==> src/hdl/assert_macros.svh <==
// assertion macros shared by the rtl files
`ifndef ASSERT_MACROS_SVH
`define ASSERT_MACROS_SVH

`ifndef SYNTHESIS
// when cond holds at an edge, prop must hold at the same edge
`define TDSS_ASSERT_IMP(lbl, clk, rst_n, cond, prop) \
  lbl: assert property (@(posedge clk) disable iff (!rst_n) (cond) |-> (prop)) \
    else $error("same-cycle implication violated");
// when cond holds at an edge, prop must hold at the next edge
`define TDSS_ASSERT_NXT(lbl, clk, rst_n, cond, prop) \
  lbl: assert property (@(posedge clk) disable iff (!rst_n) (cond) |=> (prop)) \
    else $error("next-cycle implication violated");
`else
`define TDSS_ASSERT_IMP(lbl, clk, rst_n, cond, prop)
`define TDSS_ASSERT_NXT(lbl, clk, rst_n, cond, prop)
`endif

`endif

==> src/hdl/tdss_pkg.sv <==
// shared types and constants of the time of day speech sequencer
`default_nettype none
package tdss_pkg;

  typedef enum logic [1:0] {
    OpTick     = 2'd0,
    OpSetMin   = 2'd1,
    OpSetHour  = 2'd2,
    OpAnnounce = 2'd3
  } op_e;

  localparam int unsigned MaxTracks = 7;
  localparam int unsigned IdxW      = $clog2(MaxTracks);
  localparam int unsigned JobDepth  = 2;
  localparam int unsigned JobPtrW   = (JobDepth > 1) ? $clog2(JobDepth) : 1;
  localparam int unsigned JobCntW   = $clog2(JobDepth + 1);

  localparam logic [4:0] TrackTwenty  = 5'd21;
  localparam logic [4:0] TrackHour    = 5'd25;
  localparam logic [4:0] TrackMinutes = 5'd26;
  localparam logic [4:0] TrackClosing = 5'd27;

  // one classified event as handed from front to back
  typedef struct packed {
    logic                           is_announce;
    logic [4:0]                     hours;
    logic [5:0]                     minutes;
    logic [5:0]                     seconds;
    logic [MaxTracks-1:0][4:0]      tracks;
    logic [IdxW-1:0]                last_idx;
  } job_t;

  typedef struct packed {
    logic [4:0] spoken_track;
    logic       track_valid;
    logic [4:0] hours;
    logic [5:0] minutes;
    logic [5:0] seconds;
    logic       last_of_run;
  } result_t;

endpackage
`default_nettype wire

==> src/hdl/tdss_front.sv <==
// front end: time counters, event classification and track list build
`default_nettype none
module tdss_front (
  input  wire logic          clk_i,
  input  wire logic          rst_ni,
  input  wire logic          accept_i,
  input  wire logic [1:0]    operation_i,
  input  wire logic [5:0]    seconds_elapsed_i,
  output tdss_pkg::job_t     job_o
);
  import tdss_pkg::*;

  logic [4:0] hour_q, hour_d;
  logic [5:0] min_q, min_d;
  logic [5:0] sec_q, sec_d;
  op_e        op;
  logic [5:0] add;
  logic [6:0] sec_sum;
  logic [5:0] min_inc;
  logic [4:0] hour_inc;
  logic       min_wrap;

  assign op       = op_e'(operation_i);
  assign add      = (seconds_elapsed_i > 6'd60) ? 6'd60 : seconds_elapsed_i;
  assign sec_sum  = {1'b0, sec_q} + {1'b0, add};
  assign min_wrap = (min_q == 6'd59);
  assign min_inc  = min_wrap ? 6'd0 : min_q + 6'd1;
  assign hour_inc = (hour_q == 5'd23) ? 5'd0 : hour_q + 5'd1;

  always_comb begin
    hour_d = hour_q;
    min_d  = min_q;
    sec_d  = sec_q;
    if (accept_i) begin
      case (op)
        OpTick: begin
          if (sec_sum > 7'd59) begin
            sec_d = 6'(sec_sum - 7'd60);
            min_d = min_inc;
            if (min_wrap) hour_d = hour_inc;
          end else begin
            sec_d = sec_sum[5:0];
          end
        end
        OpSetMin:  min_d  = min_inc;
        OpSetHour: hour_d = hour_inc;
        default:   ;
      endcase
    end
  end

  always_ff @(posedge clk_i or negedge rst_ni) begin
    if (!rst_ni) begin
      hour_q <= '0;
      min_q  <= '0;
      sec_q  <= '0;
    end else begin
      hour_q <= hour_d;
      min_q  <= min_d;
      sec_q  <= sec_d;
    end
  end

  // announce word list from the time as it stands before this event
  always_comb begin
    logic [IdxW-1:0] pos;
    logic [5:0]      tens_base;
    logic [4:0]      tens_word;
    logic [5:0]      ones;
    pos       = '0;
    tens_base = 6'd20;
    tens_word = 5'd21;
    ones      = '0;
    job_o             = '0;
    job_o.is_announce = (op == OpAnnounce);
    job_o.hours       = hour_d;
    job_o.minutes     = min_d;
    job_o.seconds     = sec_d;
    if (hour_q > 5'd20) begin
      job_o.tracks[pos] = TrackTwenty;
      pos = pos + 1'b1;
      job_o.tracks[pos] = hour_q - 5'd19;
    end else begin
      job_o.tracks[pos] = hour_q + 5'd1;
    end
    pos = pos + 1'b1;
    job_o.tracks[pos] = TrackHour;
    pos = pos + 1'b1;
    if (min_q < 6'd21) begin
      job_o.tracks[pos] = 5'(min_q + 6'd1);
    end else begin
      if (min_q >= 6'd50) begin
        tens_base = 6'd50;
        tens_word = 5'd24;
      end else if (min_q >= 6'd40) begin
        tens_base = 6'd40;
        tens_word = 5'd23;
      end else if (min_q >= 6'd30) begin
        tens_base = 6'd30;
        tens_word = 5'd22;
      end
      ones = min_q - tens_base;
      job_o.tracks[pos] = tens_word;
      // round tens past twenty are spoken as the tens word alone
      if (ones != 6'd0 || tens_base == 6'd20) begin
        pos = pos + 1'b1;
        job_o.tracks[pos] = 5'(ones + 6'd1);
      end
    end
    pos = pos + 1'b1;
    job_o.tracks[pos] = TrackMinutes;
    pos = pos + 1'b1;
    job_o.tracks[pos] = TrackClosing;
    job_o.last_idx = job_o.is_announce ? pos : '0;
  end
endmodule
`default_nettype wire

==> src/hdl/tdss_job_queue.sv <==
// short queue of classified events between front and back
`default_nettype none
`include "assert_macros.svh"
module tdss_job_queue (
  input  wire logic          clk_i,
  input  wire logic          rst_ni,
  input  wire logic          push_i,
  input  tdss_pkg::job_t     job_i,
  input  wire logic          pop_i,
  output tdss_pkg::job_t     job_o,
  output logic               valid_o,
  output logic               full_o
);
  import tdss_pkg::*;

  job_t               slot_q [JobDepth];
  logic [JobPtrW-1:0] wr_ptr_q, wr_ptr_d;
  logic [JobPtrW-1:0] rd_ptr_q, rd_ptr_d;
  logic [JobCntW-1:0] count_q, count_d;
  logic               do_push;
  logic               do_pop;

  assign valid_o = (count_q != '0);
  assign full_o  = (count_q == JobCntW'(JobDepth));
  assign do_push = push_i && !full_o;
  assign do_pop  = pop_i && valid_o;
  assign job_o   = slot_q[rd_ptr_q];

  always_comb begin
    wr_ptr_d = wr_ptr_q;
    rd_ptr_d = rd_ptr_q;
    count_d  = count_q;
    if (do_push) begin
      wr_ptr_d = (wr_ptr_q == JobPtrW'(JobDepth - 1)) ? '0 : wr_ptr_q + 1'b1;
    end
    if (do_pop) begin
      rd_ptr_d = (rd_ptr_q == JobPtrW'(JobDepth - 1)) ? '0 : rd_ptr_q + 1'b1;
    end
    if (do_push && !do_pop) count_d = count_q + 1'b1;
    else if (!do_push && do_pop) count_d = count_q - 1'b1;
  end

  always_ff @(posedge clk_i or negedge rst_ni) begin
    if (!rst_ni) begin
      wr_ptr_q <= '0;
      rd_ptr_q <= '0;
      count_q  <= '0;
    end else begin
      wr_ptr_q <= wr_ptr_d;
      rd_ptr_q <= rd_ptr_d;
      count_q  <= count_d;
    end
  end

  always_ff @(posedge clk_i) begin
    if (do_push) slot_q[wr_ptr_q] <= job_i;
  end

  `TDSS_ASSERT_IMP(a_cnt_bound, clk_i, rst_ni, 1'b1, count_q <= JobCntW'(JobDepth))
  `TDSS_ASSERT_IMP(a_no_push_full, clk_i, rst_ni, full_o, !push_i)
  `TDSS_ASSERT_NXT(a_pop_drains, clk_i, rst_ni, do_pop && !do_push, count_q == $past(count_q) - 1'b1)
endmodule
`default_nettype wire

==> src/hdl/tdss_back.sv <==
// back end: steps through a job's results into the output register
`default_nettype none
`include "assert_macros.svh"
module tdss_back (
  input  wire logic          clk_i,
  input  wire logic          rst_ni,
  input  tdss_pkg::job_t     job_i,
  input  wire logic          job_valid_i,
  output logic               job_pop_o,
  input  wire logic          res_pop_i,
  output logic               res_valid_o,
  output tdss_pkg::result_t  res_o
);
  import tdss_pkg::*;

  logic [IdxW-1:0] idx_q, idx_d;
  logic            out_valid_q, out_valid_d;
  result_t         res_q, res_d;
  logic            load;
  logic            is_last;

  assign load      = job_valid_i && (!out_valid_q || res_pop_i);
  assign is_last   = (idx_q == job_i.last_idx);
  assign job_pop_o = load && is_last;

  always_comb begin
    idx_d       = idx_q;
    out_valid_d = out_valid_q;
    res_d       = res_q;
    if (res_pop_i && out_valid_q) out_valid_d = 1'b0;
    if (load) begin
      out_valid_d        = 1'b1;
      res_d.spoken_track = job_i.is_announce ? job_i.tracks[idx_q] : 5'd0;
      res_d.track_valid  = job_i.is_announce;
      res_d.hours        = job_i.hours;
      res_d.minutes      = job_i.minutes;
      res_d.seconds      = job_i.seconds;
      res_d.last_of_run  = is_last;
      idx_d              = is_last ? '0 : idx_q + 1'b1;
    end
  end

  always_ff @(posedge clk_i or negedge rst_ni) begin
    if (!rst_ni) begin
      idx_q       <= '0;
      out_valid_q <= 1'b0;
    end else begin
      idx_q       <= idx_d;
      out_valid_q <= out_valid_d;
    end
  end

  always_ff @(posedge clk_i) begin
    res_q <= res_d;
  end

  assign res_valid_o = out_valid_q;
  assign res_o       = res_q;

  `TDSS_ASSERT_IMP(a_mid_run_has_job, clk_i, rst_ni, idx_q != '0, job_valid_i)
  `TDSS_ASSERT_IMP(a_idx_bound, clk_i, rst_ni, 1'b1, idx_q <= IdxW'(MaxTracks - 1))
  `TDSS_ASSERT_IMP(a_plain_is_last, clk_i, rst_ni, out_valid_q && !res_q.track_valid, res_q.last_of_run)
endmodule
`default_nettype wire

==> src/hdl/time_of_day_speech_sequencer_unit.sv <==
// top level of the time of day speech sequencer
`default_nettype none
// Keeps a 24-hour clock (hour, minute, second) and speaks it on request.
// Items enter through a queue-style port (push/full) and results leave
// through another (empty/pop). Operation 0 adds seconds_elapsed (clamped to
// 60) with carry into minute and hour, 1 and 2 bump the minute or hour with
// wrap and no carry; each gives one beat with the new time and track_valid
// low. Operation 3 leaves the time alone and gives five to seven beats of
// track numbers (hour words, 25, minute words, 26, 27) with last_of_run high
// on the final one. The front end updates the counters and builds the word
// list in the cycle an item is accepted, so a push is taken every cycle
// while the two-entry job queue has room. The back end emits one result beat
// per cycle from the queue head into an output register while that register
// is empty or being popped. An accepted item is written into the job queue
// and its first result then into the output register, from which it can be
// popped. No clearing pass after reset: the block is ready at once.
module time_of_day_speech_sequencer_unit (
  input  wire logic       clk_i,
  input  wire logic       rst_ni,
  // input side
  input  wire logic       push,
  output logic            full,
  input  wire logic [1:0] operation_i,
  input  wire logic [5:0] seconds_elapsed_i,
  // result side
  output logic            empty,
  input  wire logic       pop,
  output logic [4:0]      spoken_track_o,
  output logic            track_valid_o,
  output logic [4:0]      hours_now_o,
  output logic [5:0]      minutes_now_o,
  output logic [5:0]      seconds_now_o,
  output logic            last_of_run_o
);
  import tdss_pkg::*;

  job_t    front_job;
  job_t    head_job;
  logic    accept;
  logic    head_valid;
  logic    head_pop;
  logic    res_valid;
  result_t res;

  // an item beat is taken whenever the job queue has a free slot
  assign accept = push && !full;

  tdss_front u_front (
    .clk_i             (clk_i),
    .rst_ni            (rst_ni),
    .accept_i          (accept),
    .operation_i       (operation_i),
    .seconds_elapsed_i (seconds_elapsed_i),
    .job_o             (front_job)
  );

  // decouples counter update from result streaming
  tdss_job_queue u_queue (
    .clk_i   (clk_i),
    .rst_ni  (rst_ni),
    .push_i  (accept),
    .job_i   (front_job),
    .pop_i   (head_pop),
    .job_o   (head_job),
    .valid_o (head_valid),
    .full_o  (full)
  );

  tdss_back u_back (
    .clk_i       (clk_i),
    .rst_ni      (rst_ni),
    .job_i       (head_job),
    .job_valid_i (head_valid),
    .job_pop_o   (head_pop),
    .res_pop_i   (pop),
    .res_valid_o (res_valid),
    .res_o       (res)
  );

  assign empty          = !res_valid;
  assign spoken_track_o = res.spoken_track;
  assign track_valid_o  = res.track_valid;
  assign hours_now_o    = res.hours;
  assign minutes_now_o  = res.minutes;
  assign seconds_now_o  = res.seconds;
  assign last_of_run_o  = res.last_of_run;
endmodule
`default_nettype wire

==> config.mk <==
export PLATFORM = sky130hd
export DESIGN_NAME = time_of_day_speech_sequencer_unit
export DESIGN_NICKNAME = d
export VERILOG_FILES = /design/src/hdl/tdss_pkg.sv /design/src/hdl/tdss_front.sv /design/src/hdl/tdss_job_queue.sv /design/src/hdl/tdss_back.sv /design/src/hdl/time_of_day_speech_sequencer_unit.sv
export VERILOG_INCLUDE_DIRS = /design/src /design/src/hdl
export SDC_FILE = /design/constraint.sdc
export NUM_CORES = 1
export LEC_CHECK = 0
export CORE_MARGIN = 3
export CORE_UTILIZATION = 32
export CTS_BUF_LIST = sky130_fd_sc_hd__clkbuf_4 sky130_fd_sc_hd__clkbuf_8
export CTS_CLUSTER_SIZE = 20
export DETAILED_ROUTE_END_ITERATION = 10
export DONT_BUFFER_PORTS = 1
export PLACE_DENSITY = 0.43
export RECOVER_POWER = 25
export REMOVE_ABC_BUFFERS = 1
export SYNTH_ARGS = -nofsm -noshare
export SYNTH_HDL_FRONTEND = slang
export SYNTH_SLANG_ARGS = --single-unit
==> constraint.sdc <==
create_clock -name clk_i -period 8.5 [get_ports clk_i]
set_clock_uncertainty 0.2 [all_clocks]
set_input_delay 1.7 -clock clk_i [delete_from_list [all_inputs] [get_ports clk_i]]
set_output_delay 1.7 -clock clk_i [all_outputs]
set_load 0.01 [all_outputs]
==> run_summary.xml <==
<?xml version="1.0" encoding="UTF-8"?>
<metrics>
  <group name="clocking">
    <metric name="clock_tree.buffer_depth" unit="">2</metric>
    <metric name="h-tree-depth" unit="">4</metric>
    <metric name="hold_buffers" unit="">0</metric>
    <metric name="post-cts-setup-buffer-count" unit="">0</metric>
    <metric name="path_clk_slew" unit="ns">0.08</metric>
    <metric name="cts_tree" unit="">yes</metric>
    <metric name="clock_sink_count" unit="">147</metric>
    <metric name="clk_latency_worst_skew_pair" unit="ns">0.43</metric>
    <metric name="cts_root_buffer" unit="">clkbuf_8</metric>
    <metric name="cts-buffers-inserted" unit="">17</metric>
    <metric name="post_cts_resized" unit="">0</metric>
  </group>
  <group name="global_routing">
    <metric name="grtUsageTotal" unit="%">13.3</metric>
    <metric name="grt_pass1_wl" unit="mm">25.0</metric>
    <metric name="globalRoute.totalOverflow" unit="">0</metric>
    <metric name="grt_start_max_net_pins" unit="">50</metric>
    <metric name="via_count_of_the_first_global_routing_pass" unit="">4485</metric>
    <metric name="antenna_found_initial" unit="">0</metric>
  </group>
  <group name="setup_path">
    <metric name="worst-endpoint-arrival" unit="ns">6.00</metric>
    <metric name="end_kind" unit="">register</metric>
    <metric name="timing.setup.critical_path_class" unit="">reg2reg</metric>
    <metric name="critical_path.max_fanout" unit="">10</metric>
    <metric name="start_kind" unit="">register</metric>
    <metric name="critical_path_required" unit="ns">8.48</metric>
  </group>
  <group name="die">
    <metric name="initial_utilization" unit="%">32.7</metric>
    <metric name="floorplan.io_pins" unit="">38</metric>
    <metric name="die_x" unit="um">156</metric>
    <metric name="rows" unit="">54</metric>
    <metric name="core-area" unit="mm^2">0.0220</metric>
    <metric name="die_area" unit="mm^2">0.0243</metric>
    <metric name="die_height" unit="um">156</metric>
  </group>
  <group name="outcome">
    <metric name="run_status" unit="">complete, but fails checks</metric>
    <metric name="failed_checks" unit="">max-capacitance violations, max-slew violations</metric>
  </group>
  <group name="sta">
    <metric name="rsz_0062_raised_after_global_routing" unit="">false</metric>
    <metric name="timing.final.hold_violations" unit="">0</metric>
    <metric name="slew_viol_final" unit="">119</metric>
    <metric name="clock.fmax" unit="MHz">166</metric>
    <metric name="fin_tns_setup" unit="ns">0</metric>
    <metric name="fin_crit_share" unit="%">70.8</metric>
    <metric name="worst-slew-pin-transition" unit="ns">3.15</metric>
    <metric name="final-setup-viol-count" unit="">0</metric>
    <metric name="period_needed" unit="ns">6.02</metric>
    <metric name="worst_relative_slew_slack" unit="%">-110</metric>
  </group>
  <group name="finish">
    <metric name="mostFrequentLayoutCell" unit="">edfxtp_1</metric>
    <metric name="finish.net_count" unit="">582</metric>
    <metric name="area_growth" unit="%">9.61</metric>
    <metric name="antenna_cells_inserted" unit="">0</metric>
    <metric name="layout_common_cells" unit="">edfxtp_1, nand2_1, inv_1</metric>
    <metric name="multiInputGateArea" unit="mm^2">0.00266</metric>
    <metric name="nFillCells" unit="">2104</metric>
    <metric name="drive_gt1_share" unit="%">15.1</metric>
    <metric name="finalCoreUtilization" unit="%">35.9</metric>
    <metric name="final-seq-area" unit="mm^2">0.00429</metric>
  </group>
  <group name="yosys">
    <metric name="synth_flop_cell" unit="">edfxtp_1</metric>
    <metric name="synth_edf_count" unit="">122</metric>
    <metric name="synth-seq-cells" unit="">147</metric>
    <metric name="synth_warnings" unit="">0</metric>
    <metric name="syn_inst" unit="">545</metric>
    <metric name="syn_area_per_cell" unit="um^2">13.2</metric>
    <metric name="ys_seq_area_share" unit="%">59.7</metric>
    <metric name="post_synth_num_cell_types" unit="">73</metric>
    <metric name="post_synth_instance_area" unit="mm^2">0.00719</metric>
    <metric name="async_reset_ff_share" unit="%">17.0</metric>
  </group>
  <group name="detailed_routing">
    <metric name="dr_iter_0_viols" unit="">247</metric>
    <metric name="post_drt_wl_per_cell" unit="um">18.6</metric>
    <metric name="route.antenna.remaining_nets" unit="">0</metric>
    <metric name="route.detailed.drc" unit="">0</metric>
    <metric name="detailroute.via_count" unit="">4298</metric>
    <metric name="finalWirelength" unit="mm">15.6</metric>
    <metric name="detail_route.first_pass.iterations" unit="">5</metric>
    <metric name="vias_per_cell" unit="">5.14</metric>
  </group>
  <group name="min_path">
    <metric name="hold_path.class" unit="">reg2reg</metric>
  </group>
  <group name="placement">
    <metric name="dp_hpwl" unit="mm">10.5</metric>
    <metric name="gpl.final_weighted_congestion" unit="">0.803</metric>
    <metric name="port_buffers" unit="">0</metric>
  </group>
  <group name="job">
    <metric name="max_cap_violations" unit="">3</metric>
  </group>
</metrics>
synthesized netlist by cell type (all sizes together) (4+ instances only):
library cell  number  area share, %
mux2i              9            1.3
and2              10           0.87
dfrtp             25            8.7
nor2              28            1.5
buf                9           0.64
nand3             14           0.97
clkbuf            15           0.96
or3                4           0.42
a31oi              4           0.35
xnor2             15            1.8
mux2              28            4.4
and3               5           0.50
nand2             42            2.2
o211ai             6           0.63
a211oi             7           0.80
nand4              6           0.52
o2bb2ai            4           0.49
edfxtp           122             51
mux4              11            3.4
nor3              14           0.97
nand2b             6           0.52
o2111ai            4           0.49
ha                24            4.2
xor2              12            1.5
o21ai             25            1.8
a21oi             16            1.1
nor3b              5           0.52
inv               31            1.7
cell type report:
cell class,count,area share [%]
Multi-Input combinational cell,342,33.8
Tap cell,280,4.45
Sequential cell,147,54.5
Timing Repair Buffer,5,0.334
Clock inverter,13,2.30
Clock buffer,19,3.16
Inverter,31,1.51
routing by layer:
| layer | vias up | global-route usage, % | wire, um |
|---|---|---|---|
| met4 | 0 | 4.25 | 142 |
| met5 | - | 0 | 0 |
| li1 | 2041 | - | - |
| met1 | 2158 | 17.5 | 7320 |
| met2 | 89 | 21.8 | 7570 |
| met3 | 10 | 3.25 | 570 |
final timing paths:
path | startpoint | to | slack [ns] | cells past startpoint
max reg2reg | u_front.min_q[3] | u_queue.slot_q[0][10] | 2.48 | 18
min in group asynchronous | rst_ni | u_back.idx_q[1] | 0.76 | 0
max in group asynchronous | rst_ni | u_front.min_q[1] | 7.24 | 0
max | u_front.min_q[3] | u_queue.slot_q[0][10] | 2.48 | 18
min reg2reg | u_back.res_valid_o | u_back.res_valid_o | 0.33 | 2
min | u_back.res_valid_o | u_back.res_valid_o | 0.33 | 2
stage by stage:
| stage | area (um^2) | cells | hold WS (ns) | setup WS [ns] |
|---|---|---|---|---|
| after floorplan | 7060 | 520 | 0.260 | 3.17 |
| final | 7880 | 837 | 0.333 | 2.48 |
| after CTS | 7890 | 837 | 0.340 | 2.55 |
| after global placement | 7460 | 805 | 0.282 | 2.82 |
| after global routing | 7880 | 837 | 0.355 | 2.14 |
| after detailed placement | 7460 | 805 | 0.325 | 2.58 |
cell families (layout without fill, tap and decap cells):
logic type | count (synthesis) | after routing | share of synthesized area (%)
AND/OR/NAND/NOR | 148 | 148 | 10.5
flip-flops | 147 | 147 | 59.7
AO/OA/AOI/OAI | 92 | 92 | 8.91
buffers and inverters | 56 | 68 | 3.41
multiplexers | 48 | 48 | 9.14
XOR/XNOR | 28 | 28 | 3.60
adder cells (fa/ha/maj) | 26 | 26 | 4.74
critical path: stages, from the launching register on:
cell,delay [ns]
dfrtp_1,0.50
o21ai_0,0.34
inv_1,0.16
and2_1,0.20
a21oi_1,0.26
ha_1,0.22
inv_1,0.06
fa_1,0.42
nand3_1,0.15
and4_1,0.21
nor3_1,0.05
or4_1,0.66
ha_1,0.37
mux2_4,0.33
ha_1,0.30
xnor3_1,0.57
inv_1,0.11
or3_1,0.39
and4_1,0.24
state kept, by name, summed over array words and instances (netlist names):
register and flops:
u_front.min_q 6, u_back.res_valid_o 1, u_queue.count_q 2, u_front.hour_q 5, u_queue.wr_ptr_q 1, u_front.sec_q 6
u_back.idx_q 3, u_queue.slot_q 98, u_queue.rd_ptr_q 1, u_back.res_o 24
Power is not shown: default switching activity piles up to over one toggle a cycle in this logic, so the estimate is an artifact.
